File: config.mk
export PLATFORM = sky130hd
export DESIGN_NAME = int64_divide_remainder
export DESIGN_NICKNAME = d
export VERILOG_FILES = /design/src/idr_pkg.sv /design/src/int64_divide_remainder.sv
export SDC_FILE = /design/constraint.sdc
export NUM_CORES = 1
export LEC_CHECK = 0
export BUFFER_PORTS_ARGS = -buffer_cell sky130_fd_sc_hd__buf_2
export CORE_MARGIN = 1.5
export CORE_UTILIZATION = 40
export DETAILED_ROUTE_END_ITERATION = 16
export GPL_ROUTABILITY_DRIVEN = 0
export PLACE_DENSITY = 0.7
export REMOVE_ABC_BUFFERS = 1
export SYNTH_ARGS = -nofsm -noshare
export SYNTH_HDL_FRONTEND = slang
export SYNTH_SLANG_ARGS = --single-unit
File: constraint.sdc
create_clock -name aclk -period 6.7 [get_ports aclk]
set_input_delay 0.335 -clock aclk [delete_from_list [all_inputs] [get_ports aclk]]
set_output_delay 0.335 -clock aclk [all_outputs]
set_load 0.05 [all_outputs]
File: src/idr_pkg.sv
// idr_pkg: shared constants and sequencer state type for the 64-bit divider.
// Used by int64_divide_remainder. No dependencies.

package idr_pkg;

    // Operand width of the divider core. Port widths stay at 64 bits.
    localparam int DATA_WIDTH = 64;
    localparam int CNT_W      = $clog2(DATA_WIDTH);
    localparam int PORT_W     = 64;

    // Value of the op field
    localparam logic OP_UNSIGNED = 1'b0;
    localparam logic OP_SIGNED   = 1'b1;

    typedef enum logic [2:0] {
        S_IDLE,
        S_NEG_A,
        S_NEG_B,
        S_DIV,
        S_NEG_Q,
        S_NEG_R,
        S_DONE
    } state_t;

endpackage

File: src/int64_divide_remainder.sv
// int64_divide_remainder: restoring shift-subtract divider giving quotient and remainder.
// Depends on idr_pkg (width constants, sequencer state type).

// One request at a time goes through a single shared (DATA_WIDTH+1)-bit subtractor.
// Sequence: take the operands, negate the dividend and then the divisor if they
// are negative (signed mode only has effect), run the restoring division loop
// (one quotient bit a cycle), negate quotient and remainder as the signs
// require, then load the output register. s_tready is high only while the
// sequencer is idle, which it reaches on the same edge that raises m_tvalid,
// so a new request is accepted only once the previous one has reached the
// output register. The output register holds a finished result until it is
// taken, so the next request may already be accepted and worked on; that
// request waits in its last step only if the previous result is still unread.
// Signed mode divides magnitudes, truncating toward zero: the quotient is negated
// when the operand signs differ and the remainder follows the dividend's sign.
// The most negative value divided by minus one wraps to the most negative value.
// A zero divisor gives quotient and remainder of zero with m_tuser (divide_by_zero)
// set. Only the low DATA_WIDTH bits of the operands are used; results are
// zero-extended to 64 bits.

module int64_divide_remainder (
    input  logic         aclk,
    input  logic         aresetn,
    // request channel
    input  logic         s_tvalid,
    output logic         s_tready,
    input  logic [127:0] s_tdata,   // [63:0] dividend, [127:64] divisor
    input  logic         s_tuser,   // [0] op (0 unsigned, 1 signed)
    // result channel
    output logic         m_tvalid,
    input  logic         m_tready,
    output logic [127:0] m_tdata,   // [63:0] quotient, [127:64] remainder
    output logic         m_tuser    // [0] divide_by_zero
);
    import idr_pkg::*;

    localparam int W = DATA_WIDTH;

    state_t           state_reg, state_next;
    logic [CNT_W-1:0] cnt_reg,   cnt_next;
    logic [W-1:0]     a_reg,     a_next;    // dividend, shifts into quotient
    logic [W-1:0]     b_reg,     b_next;    // divisor magnitude
    logic [W-1:0]     p_reg,     p_next;    // partial remainder
    logic             an_reg,    an_next;   // dividend negative (signed mode)
    logic             bn_reg,    bn_next;   // divisor negative (signed mode)
    logic             dz_reg,    dz_next;
    logic             mv_reg,    mv_next;
    logic [W-1:0]     q_out_reg, q_out_next;
    logic [W-1:0]     r_out_reg, r_out_next;
    logic             dz_out_reg, dz_out_next;

    // shared subtractor
    logic [W:0] sub_x, sub_y, diff;
    logic       take;
    logic       accept;
    logic       out_free;
    logic [W-1:0] in_a, in_b;

    assign in_a     = s_tdata[W-1:0];
    assign in_b     = s_tdata[PORT_W+W-1:PORT_W];
    assign s_tready = (state_reg == S_IDLE);
    assign accept   = s_tvalid && s_tready;
    assign out_free = !mv_reg || m_tready;
    assign diff     = sub_x - sub_y;
    assign take     = !diff[W];

    // next state
    always_comb begin
        state_next = state_reg;
        case (state_reg)
            S_IDLE:  if (accept) state_next = S_NEG_A;
            S_NEG_A: state_next = S_NEG_B;
            S_NEG_B: state_next = S_DIV;
            S_DIV:   if (cnt_reg == '0) state_next = S_NEG_Q;
            S_NEG_Q: state_next = S_NEG_R;
            S_NEG_R: state_next = S_DONE;
            S_DONE:  if (out_free) state_next = S_IDLE;
            default: state_next = S_IDLE;
        endcase
    end

    // datapath and outputs
    always_comb begin
        cnt_next    = cnt_reg;
        a_next      = a_reg;
        b_next      = b_reg;
        p_next      = p_reg;
        an_next     = an_reg;
        bn_next     = bn_reg;
        dz_next     = dz_reg;
        q_out_next  = q_out_reg;
        r_out_next  = r_out_reg;
        dz_out_next = dz_out_reg;
        mv_next     = mv_reg && !m_tready;
        sub_x       = '0;
        sub_y       = '0;
        case (state_reg)
            S_IDLE: begin
                if (accept) begin
                    a_next   = in_a;
                    b_next   = in_b;
                    p_next   = '0;
                    an_next  = (s_tuser == OP_SIGNED) && in_a[W-1];
                    bn_next  = (s_tuser == OP_SIGNED) && in_b[W-1];
                    dz_next  = (in_b == '0);
                    cnt_next = CNT_W'(W - 1);
                end
            end
            S_NEG_A: begin
                sub_y = {1'b0, a_reg};
                if (an_reg) a_next = diff[W-1:0];
            end
            S_NEG_B: begin
                sub_y = {1'b0, b_reg};
                if (bn_reg) b_next = diff[W-1:0];
            end
            S_DIV: begin
                // shift in next dividend bit; a set top bit means part is below divisor
                sub_x = {p_reg, a_reg[W-1]};
                sub_y = {1'b0, b_reg};
                p_next   = take ? diff[W-1:0] : {p_reg[W-2:0], a_reg[W-1]};
                a_next   = {a_reg[W-2:0], take};
                cnt_next = cnt_reg - CNT_W'(1);
            end
            S_NEG_Q: begin
                sub_y = {1'b0, a_reg};
                if (an_reg != bn_reg) a_next = diff[W-1:0];
            end
            S_NEG_R: begin
                sub_y = {1'b0, p_reg};
                if (an_reg) p_next = diff[W-1:0];
            end
            S_DONE: begin
                if (out_free) begin
                    mv_next     = 1'b1;
                    q_out_next  = dz_reg ? '0 : a_reg;
                    r_out_next  = dz_reg ? '0 : p_reg;
                    dz_out_next = dz_reg;
                end
            end
            default: ;
        endcase
    end

    always_ff @(posedge aclk) begin
        if (!aresetn) begin
            state_reg <= S_IDLE;
            mv_reg    <= 1'b0;
        end else begin
            state_reg <= state_next;
            mv_reg    <= mv_next;
        end
    end

    always_ff @(posedge aclk) begin
        cnt_reg    <= cnt_next;
        a_reg      <= a_next;
        b_reg      <= b_next;
        p_reg      <= p_next;
        an_reg     <= an_next;
        bn_reg     <= bn_next;
        dz_reg     <= dz_next;
        q_out_reg  <= q_out_next;
        r_out_reg  <= r_out_next;
        dz_out_reg <= dz_out_next;
    end

    assign m_tvalid = mv_reg;
    assign m_tdata  = {PORT_W'(r_out_reg), PORT_W'(q_out_reg)};
    assign m_tuser  = dz_out_reg;

    // checks
    a_dz_zero: assert property (@(posedge aclk) disable iff (!aresetn)
        (mv_reg && dz_out_reg) |-> (q_out_reg == '0 && r_out_reg == '0))
        else $error("divide-by-zero result not zero");

    a_accept_start: assert property (@(posedge aclk) disable iff (!aresetn)
        accept |=> (state_reg == S_NEG_A))
        else $error("accepted request did not start sequence");

    a_div_end: assert property (@(posedge aclk) disable iff (!aresetn)
        (state_reg == S_DIV && cnt_reg == '0) |=> (state_reg == S_NEG_Q))
        else $error("division loop overran");

    a_load_done: assert property (@(posedge aclk) disable iff (!aresetn)
        $rose(mv_reg) |-> $past(state_reg == S_DONE))
        else $error("output loaded outside done step");

endmodule
==> flow_summary.ini <==
[sta]
final_hold_viol_count = 0
worst_slew_pin_slew_ps = 1200
fin_crit_sh_pct = 83.0
setup_viol = 0
fin_setup_tns_ps = 0
relSlewSlack_pct = 20.3
skew_ps = 23.9
slew_violations = 0
final.min_clock_period_ps = 5560
max_freq_mhz = 180
rsz0062_at_grt = no

[worst_setup_path]
crit_path_frequent_cell = a21oi_1
cp_cell_sequence = nor2b_4 > buf_4 > a21oi_1 > ha_1 > a21oi_1 > o21bai_1 > a21oi_1 > a2111oi_0 > nor2b_1 > o31ai_4 > nand3_2 > a21o_1 > a31oi_4 > buf_4 > o2bb2ai_1
critPathSlowestCell = a31oi_4
crit_fanout = 48
critical_path_required_ps = 7010
cp.arrival_ps = 5870
cpPeakStageDelay_ps = 660
path_class = flip-flop to flip-flop
worstSetupEndpointType = flip-flop
cp-start-kind = flip-flop

[drt]
drt_pass1_iterations = 10
viasPerCell = 5.91
drtIter0Drc = 1797
dr_total_vias = 16800
wl_um = 61700
drc = 0
detail-route-antenna-nets = 0
wl_per_cell_um = 21.7

[grt]
antenna_found_initial = 3
grt_max_degree = 139
gr-total-overflow = 0
grt_pass1_wl_um = 93500
first_global_vias = 16000
grt_usage_pct = 23.8

[placement]
placed_area_um2 = 21900
portBuffers = 263
dp_hpwl_um = 43000

[synthesis]
yosys-top-cells-count = edfxtp_1 (330), a21oi_1 (217), nor2_1 (184)
synth_ff_type = edfxtp_1
yosysUniqueCellTypes = 75
synthCells = 1963
ys_async_sr_fraction_pct = 0
synth_top_area_share_pct = 49.7
synthTopCellsByArea = edfxtp_1 (50%), a21oi_1 (5.4%), nor2b_1 (4.4%)
avgSynthCellArea_um2 = 10.2
synth_edf_count = 330
synth-seq-cells = 334
netlist_area_um2 = 20000
synth_area_leader_cell = edfxtp_1
synth.most_common_cell = edfxtp_1
yosysWarnings = 0
yosysSeqAreaShare_pct = 50.1

[clock_tree]
postCtsSetupBuffers = 0
numCtsBuffers = 38
cts_hold_buf = 0
cts.clk_slew.worst_paths_ps = 60
tritoncts = done
cts_max_level = 2
clock-sinks = 334
clkLatencyLatePin_ps = 570
post_cts_resized = 0
clockBufferDepth = 3
root_buffer = clkbuf_16

[floorplan]
initial_core_util_pct = 40.7
ios = 264
die_height_um = 226
rows = 81
dieWidth_um = 226
die_area_um2 = 51200
coreArea_um2 = 49100

[job]
cap_violations = 0

[min_path]
hp-class = input pin to flip-flop

[cells_and_area]
area_delta_synth_final_pct = 15.9
num-fill-cells = 4619
post-route-cell-area_um2 = 23100
fin_nets = 2358
final_layout_size_suffix_gt1_share_pct = 17.6
multi_input_area_um2 = 9410
seqCellArea_um2 = 9990

[power_and_ir_drop]
p_per_area_nw_per_um2 = 327
p_leak_nw = 9.24
max-vdd-ir-drop_uv = 155

[outcome]
status = complete, no violations
-- power breakdown --
part	switching [W]	leakage, nW	internal (W)
combinational	0.00163	5.48	0.000814
clock	0.000880	0.616	0.00130
sequential	0.000241	3.14	0.00270
total	0.00275	9.24	0.00482
-- routing by layer --
layer	track usage [%]	routed length, um	vias to the layer above
met1	32.8	26200	8114
met4	8.02	1920	4
met5	0	32	-
li1	-	-	7727
met2	37.5	28100	860
met3	4.35	5540	122
-- area by class of cell --
cell class,count,share of cell area (%)
repair buffers,288,6.66
multi-input cells,1476,40.7
clock inverters,21,1.03
diodes,1,0.0108
inverters,20,0.325
flip-flops and latches,334,43.2
well taps,664,3.59
clock buffers,45,4.50
-- critical path, delay by kind of cell, from the launching register on --
| kind | cells | cell delay [ps] |
|---|---|---|
| AOI/OAI and AO/OA | 9 | 2560 |
| adders and majority gates | 1 | 430 |
| buffers and inverters | 2 | 870 |
| DFF | 1 | 490 |
| and+or+nand+nor | 3 | 940 |
-- path summary, 6_finish.rpt --
| kind | start | endpoint | slack, ps | cells past startpoint |
|---|---|---|---|---|
| max | state_reg[2]$_SDFFE_PN0P_ | p_reg[20]$_DFFE_PP_ | 1140 | 15 |
| min | s_tdata[1] | a_reg[1]$_DFFE_PP_ | 50 | 3 |
| max reg2reg | state_reg[2]$_SDFFE_PN0P_ | p_reg[20]$_DFFE_PP_ | 1140 | 15 |
| min reg2reg | cnt_reg[0]$_SDFFCE_PP1P_ | cnt_reg[0]$_SDFFCE_PP1P_ | 600 | 1 |
-- cell usage in the layout, fill, tap and decap left out, drive strengths merged, types with 5 or more instances in the layout --
cell | Yosys | final
mux2i | 65 | 65
a211oi | 6 | 6
a31oi | 13 | 13
nor3 | 15 | 15
nand3 | 18 | 18
a211o | 11 | 11
xor2 | 28 | 28
nor4 | 23 | 23
nor2b | 139 | 139
nor2 | 184 | 184
bufinv | 0 | 5
xnor2 | 35 | 35
a21o | 36 | 36
and3 | 70 | 70
inv | 20 | 22
o21bai | 7 | 7
a22o | 16 | 16
a21oi | 220 | 220
ha | 66 | 66
a22oi | 58 | 58
clkinv | 0 | 11
o31ai | 8 | 8
clkbuf | 102 | 45
edfxtp | 330 | 330
and2 | 14 | 14
nand4 | 18 | 18
nand2b | 8 | 8
o21a | 9 | 9
nand2 | 144 | 144
o2bb2ai | 48 | 48
mux2 | 11 | 11
o211ai | 12 | 12
o21ai | 155 | 155
a21boi | 6 | 6
buf | 31 | 288
-- metrics by stage --
step | cells | power (W) | utilization [%] | hold slack [ps] | setup slack, ps
2_1_floorplan | 1830 | 0.00461 | - | 457 | -6980
3_3_place_gp | 2782 | 0.00531 | 44.5 | 568 | 1460
3_5_place_dp | 2782 | 0.00536 | 44.5 | 584 | 1270
4_1_cts | 2848 | 0.00756 | 47.2 | 18.3 | 1290
5_1_grt | 2849 | 0.00793 | 47.2 | 41.3 | 770
6_report | 2849 | 0.00757 | 47.2 | 52.9 | 1140
-- kinds of logic after synthesis --
| kind of cell | synth area share [%] |
|---|---|
| mux | 3.88 |
| compound gates | 20.0 |
| flops | 50.1 |
| xor+xnor | 2.76 |
| simple gates | 16.0 |
| fa+ha+maj | 4.24 |
| buf+inv | 3.14 |
Power figures use the tool's default switching activity.
